===== src/mced_pkg.sv =====
// Package for the multi-channel event debouncer.
// Field widths, register constants, event codes and the per-channel state entry.
// No dependencies.
package mced_pkg;

    localparam int NUM_CHANNELS_DEF = 8;
    localparam int CH_W             = 3;
    localparam int HOLD_W           = 8;
    localparam int HOLD_REGS        = 8;
    localparam int CFG_IDX_W        = 3;
    localparam int CFG_DATA_W       = HOLD_W;
    localparam logic [HOLD_W-1:0] HOLD_RESET = 8'd10;

    typedef enum logic [1:0] {
        EV_NONE = 2'd0,
        EV_RISE = 2'd1,
        EV_FALL = 2'd2
    } edge_code_t;

    // One entry of the channel state memory.
    typedef struct packed {
        logic              level;
        logic [HOLD_W-1:0] count;
    } chan_entry_t;

    localparam int ENTRY_W = $bits(chan_entry_t);

endpackage


===== src/mced_if.sv =====
// Valid/ready channel interfaces for samples and debounce results.
// Depends on mced_pkg for field widths.
interface mced_sample_if;
    logic                       valid;
    logic                       ready;
    logic [mced_pkg::CH_W-1:0]  channel;
    logic                       raw_level;

    modport source (output valid, output channel, output raw_level, input ready);
    modport sink   (input valid, input channel, input raw_level, output ready);
endinterface

interface mced_result_if;
    logic                       valid;
    logic                       ready;
    logic [mced_pkg::CH_W-1:0]  channel_out;
    logic [1:0]                 edge_event;
    logic                       stable_level;

    modport source (output valid, output channel_out, output edge_event,
                    output stable_level, input ready);
    modport sink   (input valid, input channel_out, input edge_event,
                    input stable_level, output ready);
endinterface


===== src/mced_ram.sv =====
// Generic single-write, single-read RAM with registered read data.
// No dependencies.
module mced_ram #(
    parameter int WIDTH = 9,
    parameter int DEPTH = 8
) (
    input  logic                     clk,
    input  logic                     wr_en,
    input  logic [$clog2(DEPTH)-1:0] wr_addr,
    input  logic [WIDTH-1:0]         wr_data,
    input  logic                     rd_en,
    input  logic [$clog2(DEPTH)-1:0] rd_addr,
    output logic [WIDTH-1:0]         rd_data
);

    logic [WIDTH-1:0] mem_reg [DEPTH];

    always_ff @(posedge clk)
    begin
        if (wr_en)
        begin
            mem_reg[wr_addr] <= wr_data;
        end
        if (rd_en)
        begin
            rd_data <= mem_reg[rd_addr];
        end
    end

endmodule


===== src/multi_channel_event_debouncer.sv =====
// Top level of the multi-channel event debouncer.
// Depends on mced_pkg, mced_sample_if, mced_result_if and mced_ram.
//
// Takes one raw sample per clock on sample_ch while result_ch is not stalling,
// and returns one result per sample on result_ch, in order. The accepting
// edge clocks the read of the channel's level and counter from the state RAM
// into the read stage; when that stage advances, the state is updated, written
// back and loaded into the output register. Back-to-back samples of the same
// channel are forwarded from the last write, so any channel order runs at one
// sample per cycle while result_ch keeps taking results. Valid bits per
// channel make the state read as zero after reset, so no clearing pass is
// needed. Hold times must be written through cfg_we/cfg_index/cfg_wdata only
// while no sample is in flight; the block does not enforce this.
module multi_channel_event_debouncer #(
    parameter int NUM_CHANNELS = mced_pkg::NUM_CHANNELS_DEF
) (
    input  logic                              clk,
    input  logic                              rst_n,
    mced_sample_if.sink                       sample_ch,
    mced_result_if.source                     result_ch,
    input  logic                              cfg_we,
    input  logic [mced_pkg::CFG_IDX_W-1:0]    cfg_index,
    input  logic [mced_pkg::CFG_DATA_W-1:0]   cfg_wdata
);

    localparam int AW = $clog2(NUM_CHANNELS);

    logic [mced_pkg::HOLD_W-1:0] hold_reg [mced_pkg::HOLD_REGS];
    logic [NUM_CHANNELS-1:0]     init_reg;

    // read stage
    logic                        s1_valid_reg;
    logic [mced_pkg::CH_W-1:0]   s1_ch_reg;
    logic                        s1_raw_reg;
    logic                        s1_init_reg;
    logic                        s1_inrange_reg;

    // last write, for read-after-write on the same channel
    logic                        fwd_valid_reg;
    logic [AW-1:0]               fwd_addr_reg;
    mced_pkg::chan_entry_t       fwd_data_reg;

    // output register
    logic                        out_valid_reg;
    logic [mced_pkg::CH_W-1:0]   out_ch_reg;
    mced_pkg::edge_code_t        out_edge_reg;
    logic                        out_level_reg;

    logic                        in_accept;
    logic                        s1_adv;
    logic                        in_range;
    logic                        ram_we;
    logic [AW-1:0]               s1_addr;
    logic [mced_pkg::ENTRY_W-1:0] ram_rd;
    mced_pkg::chan_entry_t       cur;
    mced_pkg::chan_entry_t       upd;
    mced_pkg::edge_code_t        edge_next;
    logic                        level_next;
    logic [mced_pkg::HOLD_W-1:0] hold_sel;
    logic [mced_pkg::HOLD_W-1:0] cnt_dec;

    assign in_accept       = sample_ch.valid && sample_ch.ready;
    assign s1_adv          = s1_valid_reg && (!out_valid_reg || result_ch.ready);
    assign sample_ch.ready = !s1_valid_reg || s1_adv;
    assign in_range        = {1'b0, sample_ch.channel} < (mced_pkg::CH_W + 1)'(NUM_CHANNELS);
    assign s1_addr         = s1_ch_reg[AW-1:0];
    assign ram_we          = s1_adv && s1_inrange_reg;

    mced_ram #(
        .WIDTH (mced_pkg::ENTRY_W),
        .DEPTH (NUM_CHANNELS)
    ) u_state_ram (
        .clk     (clk),
        .wr_en   (ram_we),
        .wr_addr (s1_addr),
        .wr_data (upd),
        .rd_en   (in_accept && in_range),
        .rd_addr (sample_ch.channel[AW-1:0]),
        .rd_data (ram_rd)
    );

    always_comb
    begin
        if (fwd_valid_reg && (fwd_addr_reg == s1_addr))
        begin
            cur = fwd_data_reg;
        end
        else if (s1_init_reg)
        begin
            cur = mced_pkg::chan_entry_t'(ram_rd);
        end
        else
        begin
            cur = '0;
        end

        hold_sel   = hold_reg[s1_ch_reg];
        cnt_dec    = cur.count - 1'b1;
        upd        = cur;
        edge_next  = mced_pkg::EV_NONE;

        if (s1_raw_reg != cur.level)
        begin
            if (cur.count == '0)
            begin
                upd.count = hold_sel;
            end
            else
            begin
                upd.count = cnt_dec;
                if (cnt_dec == '0)
                begin
                    upd.level = s1_raw_reg;
                    edge_next = s1_raw_reg ? mced_pkg::EV_RISE : mced_pkg::EV_FALL;
                end
            end
        end
        else
        begin
            upd.count = '0;
        end

        // channels beyond the configured count leave state alone and report zero
        if (!s1_inrange_reg)
        begin
            edge_next = mced_pkg::EV_NONE;
        end
        level_next = s1_inrange_reg && upd.level;
    end

    // control state
    always_ff @(posedge clk or negedge rst_n)
    begin
        if (!rst_n)
        begin
            s1_valid_reg  <= 1'b0;
            out_valid_reg <= 1'b0;
            fwd_valid_reg <= 1'b0;
            init_reg      <= '0;
            for (int i = 0; i < mced_pkg::HOLD_REGS; i++)
            begin
                hold_reg[i] <= mced_pkg::HOLD_RESET;
            end
        end
        else
        begin
            if (cfg_we)
            begin
                hold_reg[cfg_index] <= cfg_wdata;
            end

            if (in_accept)
            begin
                s1_valid_reg <= 1'b1;
            end
            else if (s1_adv)
            begin
                s1_valid_reg <= 1'b0;
            end

            if (s1_adv)
            begin
                out_valid_reg <= 1'b1;
            end
            else if (result_ch.ready)
            begin
                out_valid_reg <= 1'b0;
            end

            if (ram_we)
            begin
                fwd_valid_reg     <= 1'b1;
                init_reg[s1_addr] <= 1'b1;
            end
        end
    end

    // payload
    always_ff @(posedge clk)
    begin
        if (in_accept)
        begin
            s1_ch_reg      <= sample_ch.channel;
            s1_raw_reg     <= sample_ch.raw_level;
            s1_inrange_reg <= in_range;
            s1_init_reg    <= in_range && init_reg[sample_ch.channel[AW-1:0]];
        end
        if (ram_we)
        begin
            fwd_addr_reg <= s1_addr;
            fwd_data_reg <= upd;
        end
        if (s1_adv)
        begin
            out_ch_reg    <= s1_ch_reg;
            out_edge_reg  <= edge_next;
            out_level_reg <= level_next;
        end
    end

    assign result_ch.valid        = out_valid_reg;
    assign result_ch.channel_out  = out_ch_reg;
    assign result_ch.edge_event   = out_edge_reg;
    assign result_ch.stable_level = out_level_reg;

endmodule

===== src/flat_wrapper.sv =====
// flat-port wrapper written by rule: the top's interface ports become plain ports
module multi_channel_event_debouncer_flat 
#(
    parameter int NUM_CHANNELS = mced_pkg::NUM_CHANNELS_DEF
)
  (clk, rst_n, cfg_we, cfg_index, cfg_wdata, sample_ch_valid, sample_ch_channel, sample_ch_raw_level, sample_ch_ready, result_ch_valid, result_ch_channel_out, result_ch_edge_event, result_ch_stable_level, result_ch_ready);
  mced_sample_if sample_ch_i ();
  mced_result_if result_ch_i ();
  input  logic clk;
  input  logic rst_n;
  input  logic cfg_we;
  input  logic [mced_pkg::CFG_IDX_W-1:0] cfg_index;
  input  logic [mced_pkg::CFG_DATA_W-1:0] cfg_wdata;
  input wire logic [$bits(sample_ch_i.valid)-1:0] sample_ch_valid;
  input wire logic [$bits(sample_ch_i.channel)-1:0] sample_ch_channel;
  input wire logic [$bits(sample_ch_i.raw_level)-1:0] sample_ch_raw_level;
  output wire logic [$bits(sample_ch_i.ready)-1:0] sample_ch_ready;
  output wire logic [$bits(result_ch_i.valid)-1:0] result_ch_valid;
  output wire logic [$bits(result_ch_i.channel_out)-1:0] result_ch_channel_out;
  output wire logic [$bits(result_ch_i.edge_event)-1:0] result_ch_edge_event;
  output wire logic [$bits(result_ch_i.stable_level)-1:0] result_ch_stable_level;
  input wire logic [$bits(result_ch_i.ready)-1:0] result_ch_ready;
  assign sample_ch_i.valid = sample_ch_valid;
  assign sample_ch_i.channel = sample_ch_channel;
  assign sample_ch_i.raw_level = sample_ch_raw_level;
  assign sample_ch_ready = sample_ch_i.ready;
  assign result_ch_valid = result_ch_i.valid;
  assign result_ch_channel_out = result_ch_i.channel_out;
  assign result_ch_edge_event = result_ch_i.edge_event;
  assign result_ch_stable_level = result_ch_i.stable_level;
  assign result_ch_i.ready = result_ch_ready;
  multi_channel_event_debouncer #(.NUM_CHANNELS(NUM_CHANNELS)) u_core (.clk(clk), .rst_n(rst_n), .sample_ch(sample_ch_i), .result_ch(result_ch_i), .cfg_we(cfg_we), .cfg_index(cfg_index), .cfg_wdata(cfg_wdata));
endmodule

===== config.mk =====
export PLATFORM = sky130hd
export DESIGN_NAME = multi_channel_event_debouncer_flat
export DESIGN_NICKNAME = d
export VERILOG_FILES = /design/src/mced_pkg.sv /design/src/mced_if.sv /design/src/mced_ram.sv /design/src/multi_channel_event_debouncer.sv /design/src/flat_wrapper.sv
export SDC_FILE = /design/constraint.sdc
export NUM_CORES = 1
export LEC_CHECK = 0
export ABC_AREA = 1
export ABC_CLOCK_PERIOD_IN_PS = 7000
export BUFFER_PORTS_ARGS = -buffer_cell sky130_fd_sc_hd__buf_2
export CAP_MARGIN = 25
export CORE_AREA = 2 2 110 112
export CTS_CLUSTER_SIZE = 24
export DETAILED_ROUTE_END_ITERATION = 7
export DIE_AREA = 0 0 112 114
export MAX_ROUTING_LAYER = met4
export PLACE_DENSITY = 0.92
export SETUP_SLACK_MARGIN = 0.15
export SYNTH_ARGS = -nofsm -noshare
export SYNTH_HDL_FRONTEND = slang
export SYNTH_SLANG_ARGS = --single-unit

===== constraint.sdc =====
create_clock -name clk -period 7 [get_ports clk]
set_input_delay 1.05 -clock clk [delete_from_list [all_inputs] [get_ports clk]]
set_output_delay 1.05 -clock clk [all_outputs]
set_load 0.005 [all_outputs]

# Word-level counts from Yosys, hierarchy flattened

Memory sizes are Yosys's and may differ from the RTL's. A register that Yosys moved wholly into a read port is not among the register bits.
Index checks and enable logic that the tools add are counted.

Flip-flop bits (word level): 94
Memory bits (writable): 72
Input port bits: 20
Output and inout port bits: 8
Word-level logic and storage cells: 72
Memories: 1

$add $sub $neg: 1
$lt $le $gt $ge: 6
Equal/unequal tests: 2
Multiplexer cells: 24
Bitwise operators: 5
Reduce and logical (&&, ||, !) cells: 14

Memory list:

| name                       | words | bits a word | rd ports | clocked after memory_dff | wr ports | RTL line       | RTL |
|---|---|---|---|---|---|---|---|
| u_core.u_state_ram.mem_reg | 8     | 9           | 1        | 1                        | 1        | mced_ram.sv:16 | `logic [WIDTH-1:0] mem_reg [DEPTH];` |

Operators by type and width:

| kind                | number |
|---|---|
| $bwmux 64           | 1 |
| $mux 8              | 5 |
| $bmux 8 s3          | 1 |
| $demux 8 s3         | 1 |
| $mux 9              | 2 |
| $logic_not 8->1     | 2 |
| $mux 1              | 11 |
| $ge 4x4->1 const B  | 2 |
| $lt 3x4->1 const B  | 2 |
| $not 3->4           | 2 |
| $or 8x8->8          | 1 |
| $sub 8x1->8 const B | 1 |
| $logic_and 1x1->1   | 5 |
| $lt 4x1->1 const B  | 1 |
| $reduce_bool 2->1   | 2 |
| $bmux 1 s3          | 1 |
| $demux 1 s3         | 1 |
| $eq 3x3->1          | 1 |
| $ge 3x1->1 const B  | 1 |
| $reduce_or 3->1     | 1 |
| $logic_not 1->1     | 2 |
| $logic_or 1x1->1    | 2 |
| $mux 2              | 1 |
| $not 1->1           | 2 |
| $ne 1x1->1          | 1 |

# Longest topological paths before layout

Gate-level depths: netlist of the first run.

Depth in word-level cells: 8
Mapped depth: 20

# Cells and area by module

From an unflattened synthesis of the first run, not the netlist that was laid out.

Cells, all modules: 835
Area total of the unflattened synthesis: 8008.9 µm²

By module, submodules not included:

| module                        | times used | cells each | area each (µm²) | seq. area each (µm²) |
|---|---|---|---|---|
| multi_channel_event_debouncer | 1          | 498        | 4510.6          | 2467.4 |
| mced_ram                      | 1          | 337        | 3498.4          | 2432.3 |

# Worst setup path before layout of the first run

OpenSTA, ideal clock, no wires.

Kind: flip-flop to flip-flop
Start point: register u_core.s1_ch_reg (netlist bit u_core.s1_addr[0])
End point: register u_core.fwd_data_reg[8] (netlist bit) (data pin)
Arrival time: 2157 ps
Required time: 6712 ps
Path slack: 4555 ps
Stages on the path, launching flop included: 20
Cell sequence: edfxtp_1 > buf_4 > inv_2 > nor2_1 > nor2_2 > nand2_2 > buf_6 > nand2_1 > nand2_2 > inv_2 > ha_1 > inv_1 > nor2_1 > nand3_1 > nand2_1 > nand2_1 > nor2_2 > nand3_1 > nand2_1 > nand2_1

Word-level cells in the longest chain between the ends: 8
Elaborated cells between the ends (all ways): 10
Classes of those cells: add/sub (1); eq/ne (2); mux (4); reduce/logical (3)

Ends and longest elaborated chain:

| element                     | RTL line                             | RTL |
|---|---|---|
| start, declared             | multi_channel_event_debouncer.sv:33  | `logic [mced_pkg::CH_W-1:0] s1_ch_reg;` |
| start signal, assigned      | multi_channel_event_debouncer.sv:183 | `s1_ch_reg <= sample_ch.channel;` |
| $eq 3x3->1 (*)              | multi_channel_event_debouncer.sv:84  | `if (fwd_valid_reg && (fwd_addr_reg == s1_addr))` |
| $logic_and 1x1->1 (*)       | multi_channel_event_debouncer.sv:84  |  |
| $mux 9 (*)                  | multi_channel_event_debouncer.sv:84  |  |
| $sub 8x1->8                 | multi_channel_event_debouncer.sv:98  | `cnt_dec = cur.count - 1'b1;` |
| $logic_not 8->1             | multi_channel_event_debouncer.sv:111 | `if (cnt_dec == '0)` |
| $mux 1                      | multi_channel_event_debouncer.sv:111 |  |
| $mux 1                      | multi_channel_event_debouncer.sv:104 | `if (cur.count == '0)` |
| $mux 1 (*)                  | multi_channel_event_debouncer.sv:102 | `if (s1_raw_reg != cur.level)` |
| named net u_core.level_next | multi_channel_event_debouncer.sv:58  | `logic level_next;` |
| end signal, assigned        | multi_channel_event_debouncer.sv:191 | `fwd_data_reg <= upd;` |
| end, declared               | multi_channel_event_debouncer.sv:41  | `mced_pkg::chan_entry_t fwd_data_reg;` |

Mark *: on every way through the listed nets, which the timed path passes. The rest lies on a longest branch.
A chain may end at the register's enable or synchronous reset.

# Worst setup path after layout of the first run

Start point: register u_core.s1_ch_reg (netlist bit u_core.s1_addr[0])
End point: memory u_core.u_state_ram.mem_reg[5][2] (data pin)

Word-level cells in the longest chain between the ends: 6
Elaborated cells between the ends (all ways): 12
Classes of those cells: add/sub (1); eq/ne (2); mux (6); bitwise (1); reduce/logical (2)

Ends and longest elaborated chain:

| element                                         | RTL line                                                                 | RTL |
|---|---|---|
| $eq 3x3->1 or $not 3->4 (tied branches)         | multi_channel_event_debouncer.sv:84, multi_channel_event_debouncer.sv:97 |  |
| $logic_and 1x1->1 or $bmux 8 s3 (tied branches) | multi_channel_event_debouncer.sv:84, multi_channel_event_debouncer.sv:97 |  |
| $mux 9 or $mux 8 (tied branches)                | multi_channel_event_debouncer.sv:84, multi_channel_event_debouncer.sv:97 |  |
| $sub 8x1->8 (tied with other cells)             | multi_channel_event_debouncer.sv:98                                      |  |
| $mux 8                                          | multi_channel_event_debouncer.sv:104                                     |  |
| $mux 8 (*)                                      | multi_channel_event_debouncer.sv:102                                     |  |
| named net u_core.u_state_ram.wr_data[2]         | mced_ram.sv:10                                                           | `input logic [WIDTH-1:0] wr_data,` |
| end, declared                                   | mced_ram.sv:16                                                           |  |

Mark *: on every way through the listed nets, which the timed path passes. The rest lies on a longest branch. The select of a mux whose other input is x is not followed.

==> results of run 1 <==
## per-stage QoR
stage | hold WS, ns | area (sq um) | util | cells
final | 0.4733 | 8299 | 0.7087 | 905
after global routing | 0.4896 | 8299 | 0.7087 | 905
after CTS | 0.4655 | 8223 | 0.7021 | 899
after detailed placement | 0.4500 | 7629 | 0.6514 | 867
after global placement | 0.4481 | 7629 | 0.6514 | 867
after floorplan | 0.4274 | 7426 | - | 720
## worst max-delay path, stage by stage, from the launching register on
cell and delay (ns):
edfxtp_1 0.51, inv_2 0.17, nor2_1 0.07, nor2_2 0.44
nand2_2 0.29, nand2_1 0.16, nand2_2 0.09, inv_2 0.10
ha_1 0.14, nand3_1 0.08, nor2_1 0.12, nand2_2 0.14
inv_2 0.18, o21ai_1 0.09, a21oi_1 0.60
## cells by family (layout without fill, tap and decap cells)
group                    after synthesis  count (layout)  synth area share
adder cells (fa/ha/maj)                3               3          0.005055
AO/OA/AOI/OAI                        172             172            0.1274
AND/OR/NAND/NOR                      291             291            0.1648
flip-flops                           175             175            0.6598
buffers and inverters                 79             117           0.04296
## final timing paths
check	from	end	slack, ns	cells after the start
max reg2reg	u_core.s1_addr[0]	u_core.u_state_ram.mem_reg[5][2]	3.50	14
max in group asynchronous	rst_n	u_core.init_reg[0]	5.59	2
min	u_core.init_reg[4]	u_core.init_reg[4]	0.47	1
min in group asynchronous	rst_n	u_core.hold_reg[58]	0.83	2
max	u_core.s1_addr[0]	u_core.u_state_ram.mem_reg[5][2]	3.50	14
min reg2reg	u_core.init_reg[4]	u_core.init_reg[4]	0.47	1
## final cells by class
| class | instances | area, sq um |
|---|---|---|
| flip-flops and latches | 175 | 4900 |
| repair buffers | 35 | 226.5 |
| inverters | 50 | 187.7 |
| well taps | 147 | 183.9 |
| clock inverters | 14 | 165.2 |
| fillers | 752 | 3412 |
| multi-input cells | 466 | 2207 |
| clock buffers | 18 | 429.2 |
## cells in the final DEF (no fill, tap or decap), drive strengths merged
master / Yosys / final
o221ai: 5 / 5
o211ai: 1 / 1
a21oi: 17 / 17
edfxtp: 100 / 100
o21ai: 106 / 106
or2: 5 / 5
bufinv: 0 / 3
nand3b: 5 / 5
inv: 49 / 52
a31oi: 10 / 10
ha: 3 / 3
a211oi: 1 / 1
nor4: 4 / 4
nor3: 4 / 4
nand2: 135 / 135
nor2: 105 / 105
clkbuf: 22 / 18
clkinv: 1 / 7
nand4: 4 / 4
dfstp: 16 / 16
clkinvlp: 0 / 2
o22ai: 30 / 30
o41ai: 2 / 2
nand3: 29 / 29
buf: 7 / 35
dfrtp: 59 / 59
## per-layer routing
layer / vias to the layer above / global-route usage / routed length (um) / part of all wire
met4: 0 / 0.1545 / 686 / 0.036
met3: 86 / 0.06323 / 1974 / 0.10
met1: 2860 / 0.3934 / 6885 / 0.36
met5: - / - / 0 / 0
li1: 2542 / - / - / -
met2: 440 / 0.4917 / 9585 / 0.50
## power groups by stage
stage	sequential (mW)	combinational (mW)	clock (mW)
after floorplan	1.31	0.244	0
after global placement	1.32	0.324	0
after detailed placement	1.33	0.342	0
after CTS	1.32	0.350	0.955
after global routing	1.33	0.401	0.999
final	1.32	0.363	0.957
==> out/metrics.yaml, run 1 <==
synthTopCellsByCount: "nand2_1, o21ai_0, edfxtp_1, nor2_1, dfrtp_1"
grt_overflow: 0
p_clk_frac: 0.362
tightest_slew_ns: 1.112
fmax_ghz: 0.2857
cts.repair.resized: 0
synth-edff-count: 100
postLayoutSetupSlackWorst_ns: 3.499
switchingPower_uw: 718.5
finalHoldViolCount: 0
vdd_ir_drop_max_uv: 250.2
fin_crit_ns: 3.501
io_buffers: 27
drive_gt1_frac: 0.1372
synth_area_leader_cell: "edfxtp_1"
path_max_fanout: 13
cts_tree: "yes"
wl_per_cell_um: 21.14
seq_power_share: 0.500
clk_pin_slew_ns: 0.07
yosysMostFrequentCell: "nand2_1"
powerDensity_mw_per_mm2: 318.3
vias: 5928
cp-start-kind: "flop"
cts_max_path_buffers: 2
seq_area_frac_synth: 0.6598
ys_ff_latch: 175
drt_iter0_drc: 1124
skew_ns: 0.01116
p_leak_nw: 3.431
ys_types: 33
end_kind: "flop"
cts_hold_buf: 0
antenna_found_initial: 0
cts-root-buf: "clkbuf_16"
dpl.hpwl_mm: 11.26
die-area_sq_mm: 0.01277
via_per_inst: 6.550
min_period_over_period: 0.5001
yosys.area.top_type_share: 0.4044
total_power_mw: 2.641
status: "finished, final reports clean"
p_int_mw: 1.923
clock_latency_ns: 0.43
routed_wirelength_mm: 19.13
async_flop_share: 0.4286
min_path_type: "reg -> reg"
drc: 0
gr-usage-all-layers: 0.3122
switching_share: 0.2720
row_count: 40
syn_avg_cell_area_sq_um: 10.31
postCtsSetupRepairBufs: 0
grt_max_degree: 76
synthCells: 720
grt_pass1_vias: 5657
start_util: 0.6341
worstSetupPathType: "reg -> reg"
yosys_warnings: 0
n_antenna_cell: 0
die_w_um: 112
drtPass1Iterations: 7
setup_violations: 0
largest_register_ff_count: 72
syn_to_final_growth_pct: 11.76
netlist_area_sq_mm: 0.007426
grt_setup_unrepaired: "no"
grt_pass1_wl_mm: 29.14
required_ns: 7.12
core_area_sq_mm: 0.01171
fin_tns_setup_ns: 0
die_h_um: 114
relSlewSlack: 0.2557
yosys-top-cells-area: "edfxtp_1, dfrtp_1, o21ai_0"
place_congestion: 0.8961
crit_arrival_ns: 3.62
cts_num_sinks: 175
post-place-ws_ns: 3.622
cts_made_buffers: 17
synthesis.nets: 743
postRouteAntennaNets: 0
max_cap_violations: 0
pwr-share-comb: 0.138
dominantRegCellSynth: "edfxtp_1"
drv_slew: 0
nets: 768
ios: 28
htree_num_levels: 4
(Power assumes the default switching activity.)
==> run 2: changes to the inputs <==
--- a/config.mk
+++ b/config.mk
@@ -6,15 +6,15 @@
 export NUM_CORES = 1
 export LEC_CHECK = 0
 export ABC_AREA = 1
-export ABC_CLOCK_PERIOD_IN_PS = 7000
+export ABC_CLOCK_PERIOD_IN_PS = 3000
 export BUFFER_PORTS_ARGS = -buffer_cell sky130_fd_sc_hd__buf_2
 export CAP_MARGIN = 25
-export CORE_AREA = 2 2 110 112
+export CORE_AREA = 2 2 120 122
 export CTS_CLUSTER_SIZE = 24
 export DETAILED_ROUTE_END_ITERATION = 7
-export DIE_AREA = 0 0 112 114
+export DIE_AREA = 0 0 122 124
 export MAX_ROUTING_LAYER = met4
-export PLACE_DENSITY = 0.92
+export PLACE_DENSITY = 0.84
 export SETUP_SLACK_MARGIN = 0.15
 export SYNTH_ARGS = -nofsm -noshare
 export SYNTH_HDL_FRONTEND = slang
==> constraint.sdc (replaced) <==
create_clock -name clk -period 3 [get_ports clk]
set_input_delay 0.45 -clock clk [delete_from_list [all_inputs] [get_ports clk]]
set_output_delay 0.45 -clock clk [all_outputs]
set_load 0.005 [all_outputs]
==> run 2 against run 1 <==
  * Flip-flop and latch count unchanged
  * Fmax increased by 25%
  * Cell count increased by 5.7%
  * Register-to-register slack got worse by 3.3 ns
  * First-iteration DRC count decreased by 52%
  * Clock skew decreased by 0.0019 ns
  * Clock power increased by 130%
  * Clock-buffer cell count increased by 1
  * Setup slack got worse by 3.3 ns
  * Via count decreased by 5.5%
  * Global-route usage decreased by 6.3 points
  * Sequential power increased by 130%
  * Largest cell class unchanged
==> out/metrics.yaml, run 2 (synthesized netlist as in run 1, its figures left out) <==
drc: 0  # unchanged
path_max_fanout: 10  # -3
grt_pass1_wl_mm: 26.97  # -7.5%
cts_tree: "yes"
worstSetupPathType: "reg -> reg"
routed_wirelength_mm: 17.31  # -9.5%
n_antenna_cell: 0  # unchanged
finalHoldViolCount: 0  # unchanged
total_power_mw: 6.170  # +130%
postLayoutSetupSlackWorst_ns: 0.2064  # -3.293 ns
ios: 28  # unchanged
gr-usage-all-layers: 0.2491  # -0.06304
dpl-instance-area_sq_mm: 0.007805  # +2.3%
die_w_um: 122  # +8.9%
grt_setup_unrepaired: "no"
start_util: 0.5413  # -0.09281
clk_pin_slew_ns: 0.06  # about the same
layout_commonest_cell: "nand2_1"
drtPass1Iterations: 5  # -2
grt_pass1_vias: 5203  # -8.0%
clock_latency_ns: 0.43  # about the same
whs_ns: 0.07326  # -0.4000 ns
regArea_sq_mm: 0.004900  # unchanged
design_area_sq_mm: 0.008513  # +2.6%
dpl.hpwl_mm: 10.65  # -5.4%
required_ns: 3.18  # -3.94 ns
status: "finished, final reports clean"
cts-root-buf: "clkbuf_16"
post-place-ws_ns: 0.1873  # -3.434 ns
cp-start-kind: "flop"
postRouteAntennaNets: 0  # unchanged
drive_gt1_frac: 0.1673  # +0.03011
n_fill_cell: 1018  # +35%
tightest_slew_ns: 0.7622  # -0.3501 ns
fin_tns_setup_ns: 0  # unchanged
final_cell_mix: "nand2_1, o21ai_0, edfxtp_1"
cts_made_buffers: 17  # unchanged
cts_max_path_buffers: 2  # unchanged
die-area_sq_mm: 0.01513  # +18%
multi_input_area_sq_mm: 0.002253  # +2.1%
post_layout_nonfiller_instances: 957  # +5.7%
fin_crit_ns: 2.794  # -0.7069 ns
cts_num_sinks: 175  # unchanged
min_path_type: "in -> async"
nets: 788  # +2.6%
powerDensity_mw_per_mm2: 724.8  # +130%
vdd_ir_drop_max_uv: 450.3  # +80%
row_count: 43  # +7.5%
fmax_ghz: 0.3580  # +25%
drv_slew: 0  # unchanged
p_leak_nw: 3.509  # +2.3%
io_buffers: 27  # unchanged
setup_violations: 0  # unchanged
drt_iter0_drc: 535  # -52%
skew_ns: 0.009295  # -0.001867 ns
end_kind: "flop"
min_period_over_period: 0.9312  # +0.4311
antenna_found_initial: 0  # unchanged
dp.cells: 918  # +5.9%
die_h_um: 124  # +8.8%
crit_arrival_ns: 2.98  # -0.64 ns
max_cap_violations: 0  # unchanged
grt_overflow: 0  # unchanged
wl_per_cell_um: 18.09  # -14%
cts_hold_buf: 0  # unchanged
htree_num_levels: 4  # unchanged
place_congestion: 0.9518  # +6.2%
largest_register_ff_count: 72  # unchanged
via_per_inst: 5.856  # -11%
syn_to_final_growth_pct: 14.64
grt_max_degree: 42  # -45%
final_core_util: 0.6205  # -0.08813
relSlewSlack: 0.4913  # +0.2356
core_area_sq_mm: 0.01372  # +17%
vias: 5604  # -5.5%
[run 2: cell types whose count changed in the layout (fill, tap and decap cells not counted), moves of 2 or more]
cell and change:
buf_4 +21, a21oi_1 -6, a21oi_2 +6, inv_6 -3, clkinvlp_2 +2
[run 2: timing repair]
| action | CTS | global route |
|---|---|---|
| endpoints found under the setup margin | 0 | 63 |
| gates resized for setup | 0 | 11 |
| setup buffers | 0 | 7 |
[run 2: critical path, cell delays in order (launching register included)]
cell      delay, ns
edfxtp_1       0.47
inv_2          0.14
nand2_1        0.06
nand2_1        0.13
nor2_4         0.07
buf_6          0.14
nand3_1        0.09
nand2_2        0.08
inv_2          0.10
ha_1           0.17
nand3_1        0.09
nor2_1         0.15
nand2_2        0.16
inv_2          0.22
o21ai_1        0.12
a21oi_2        0.35
[run 2: layout make-up]
cell class | instances | area share
inverter | 50 | 0.02205
sequential | 175 | 0.5755
clock inverter | 12 | 0.01984
clock buffer | 19 | 0.05085
timing repair buffer | 54 | 0.04056
multi-input combinational | 467 | 0.2647
tap | 180 | 0.02646
[run 2: layer usage]
layer	wire length, um	global-route usage
met2	7856	0.3554
met3	1685	0.06685
met4	536	0.1214
met1	7236	0.3336
met5	0	-
[run 2: final timing paths]
check                      cells after the start  slack [ns]                               end           startpoint
max                                           15        0.21  u_core.u_state_ram.mem_reg[6][5]    u_core.s1_addr[0]
min                                            1        0.07               u_core.hold_reg[56]                rst_n
max reg2reg                                   15        0.21  u_core.u_state_ram.mem_reg[6][5]    u_core.s1_addr[0]
min reg2reg                                    2        0.47                u_core.init_reg[2]   u_core.init_reg[2]
max in group asynchronous                      2        2.12               u_core.hold_reg[33]                rst_n
min in group clk                               1        0.20                 u_core.s1_raw_reg  sample_ch_raw_level
[run 2: power by group]
group | internal, mW | leakage, nW | switching [mW]
logic | 0.282 | 1.43 | 0.589
registers | 2.92 | 1.80 | 0.137
clock network | 1.38 | 0.276 | 0.860
total | 4.58 | 3.51 | 1.59
==> run 3: changes to the inputs <==
--- a/config.mk
+++ b/config.mk
@@ -9,10 +9,10 @@
 export ABC_CLOCK_PERIOD_IN_PS = 3000
 export BUFFER_PORTS_ARGS = -buffer_cell sky130_fd_sc_hd__buf_2
 export CAP_MARGIN = 25
-export CORE_AREA = 2 2 120 122
+export CORE_AREA = 2 2 126 116
 export CTS_CLUSTER_SIZE = 24
 export DETAILED_ROUTE_END_ITERATION = 7
-export DIE_AREA = 0 0 122 124
+export DIE_AREA = 0 0 128 118
 export MAX_ROUTING_LAYER = met4
 export PLACE_DENSITY = 0.84
 export SETUP_SLACK_MARGIN = 0.15
==> run 3 against run 2 <==
  * First-iteration DRC count grew 48%
  * Largest cell class unchanged
  * Die area shrank 0.16%
  * Critical endpoint is now u_core.u_state_ram.mem_reg[7][8]
  * Critical path type unchanged
  * Highest routed layer unchanged
  * Hold slack gained 0.081 ns
==> out/metrics.yaml, run 3 (synthesized netlist as in run 1, its figures left out) <==
grt_overflow: 0  # unchanged
die-area_sq_mm: 0.01510  # -0.16%
cts_tree: "yes"
vias: 5539  # -1.2%
dpl.hpwl_mm: 10.60  # -0.47%
clock_latency_ns: 0.44  # about the same
die_w_um: 128  # +4.9%
worstSetupPathType: "reg -> reg"
p_leak_nw: 3.466  # -1.2%
final_core_util: 0.6113  # -0.009217
path_max_fanout: 10  # unchanged
drt_iter0_drc: 792  # +48%
n_fill_cell: 1066  # +4.7%
powerDensity_mw_per_mm2: 709.7  # -2.1%
drv_slew: 0  # unchanged
end_kind: "flop"
tightest_slew_ns: 0.9114  # +0.1492 ns
setup_violations: 0  # unchanged
skew_ns: 0.009649  # +0.0003544 ns
grt_pass1_wl_mm: 26.83  # -0.51%
io_buffers: 27  # unchanged
wl_per_cell_um: 18.35  # +1.4%
layout_commonest_cell: "nand2_1"
cp-start-kind: "flop"
postRouteAntennaNets: 0  # unchanged
die_h_um: 118  # -4.8%
via_per_inst: 5.861  # about the same
fin_crit_ns: 2.686  # -0.1072 ns
drc: 0  # unchanged
drive_gt1_frac: 0.1643  # -0.003015
ios: 28  # unchanged
grt_pass1_vias: 5067  # -2.6%
reg2reg_depth: 16  # +1
largest_register_ff_count: 72  # unchanged
htree_num_levels: 4  # unchanged
cts_hold_buf: 0  # unchanged
routed_wirelength_mm: 17.34  # +0.13%
finalHoldViolCount: 0  # unchanged
final_cell_mix: "nand2_1, o21ai_0, edfxtp_1"
gr-usage-all-layers: 0.2427  # -0.006420
fmax_ghz: 0.3723  # +4.0%
cts_max_path_buffers: 2  # unchanged
cts_num_sinks: 175  # unchanged
n_antenna_cell: 0  # unchanged
vdd_ir_drop_max_uv: 476.3  # +5.8%
place_congestion: 0.9437  # -0.85%
seq_power_share: 0.513  # +0.017
drtPass1Iterations: 6  # +1
clk_pin_slew_ns: 0.06  # about the same
status: "finished, final reports clean"
cts-root-buf: "clkbuf_16"
switchingPower_mw: 1.627  # +2.6%
grt_setup_unrepaired: "no"
fin_tns_setup_ns: 0  # unchanged
crit_arrival_ns: 2.85  # -0.13 ns
start_util: 0.5401  # -0.001133
min_path_type: "in -> async"
antenna_found_initial: 0  # unchanged
switching_share: 0.2727  # +0.01571
max_cap_violations: 0  # unchanged
required_ns: 3.16  # -0.02 ns
pwr-share-comb: 0.145  # +0.004
syn_to_final_growth_pct: 13.18
grt_max_degree: 76  # +81%
row_count: 41  # -4.7%
cts_made_buffers: 17  # unchanged
p_clk_frac: 0.343  # -0.020
nets: 783  # -0.63%
core_area_sq_mm: 0.01375  # +0.21%
relSlewSlack: 0.3924  # -0.09889
min_period_over_period: 0.8955  # -0.03574
p_int_mw: 4.338  # -5.4%
-- run 3: layout make-up --
| type | instances | area [sq um] | share of cell area |
|---|---|---|---|
| sequential | 175 | 4900 | 0.5830 |
| clock buffer | 18 | 429.2 | 0.05106 |
| multi-input combinational | 466 | 2241 | 0.2666 |
| clock inverter | 14 | 117.6 | 0.01399 |
| timing repair buffer | 50 | 314.1 | 0.03737 |
| tap | 172 | 215.2 | 0.02561 |
| inverter | 50 | 187.7 | 0.02233 |
-- run 3: through the flow --
stage	hold WS, ns	total power, mW	worst slack (ns)	cells	instance area [sq um]
detailed placement	0.4513	3.912	0.1948	908	7782
global placement	0.4428	3.880	0.3084	908	7782
CTS	0.1673	5.941	0.1720	940	8329
finish	0.1540	5.964	0.3136	945	8404
floorplan	0.1544	3.624	0.5550	720	7426
global route	0.1752	6.209	0.1010	945	8404
-- run 3: power groups by stage --
stage                     combinational (mW)  clock, mW  sequential [mW]
after floorplan                        0.569          0             3.06
after global placement                 0.789          0             3.09
after detailed placement               0.817          0             3.09
final                                  0.862       2.04             3.06
after CTS                              0.823       2.06             3.05
after global routing                   0.960       2.17             3.08
-- run 3: worst paths after layout --
path | end | slack [ns] | start
max | u_core.u_state_ram.mem_reg[7][8] | 0.31 | u_core.s1_addr[1]
min | u_core.init_reg[6] | 0.15 | rst_n
max reg2reg | u_core.u_state_ram.mem_reg[7][8] | 0.31 | u_core.s1_addr[1]
min reg2reg | u_core.init_reg[7] | 0.47 | u_core.init_reg[7]
max in group asynchronous | u_core.fwd_valid_reg | 2.27 | rst_n
min in group clk | u_core.s1_raw_reg | 0.18 | sample_ch_raw_level
-- run 3: repair_timing --
item	4_1_cts	5_1_grt
setup endpoints to repair	0	54
resized for setup	0	10
setup buffers	0	5
-- run 3: worst max-delay path, stage by stage, from the launching register on --
cell	delay (ns)
edfxtp_1	0.49
nand2_1	0.14
nand2_1	0.09
nor2_4	0.14
buf_4	0.18
nand3b_2	0.09
nand2_2	0.13
ha_2	0.22
inv_1	0.05
nor2_1	0.14
nand3_1	0.09
nand2_1	0.10
nand2_1	0.07
nor2_2	0.13
nand3_1	0.13
nand2_1	0.11
nand2_2	0.11
-- run 3: metal layers --
layer | up-vias | wire length [um] | GRT usage
li1 | 2580 | - | -
met1 | 2648 | 7487 | 0.3390
met2 | 278 | 8049 | 0.3543
met3 | 33 | 1476 | 0.06364
met4 | 0 | 324 | 0.07143
met5 | - | 0 | -
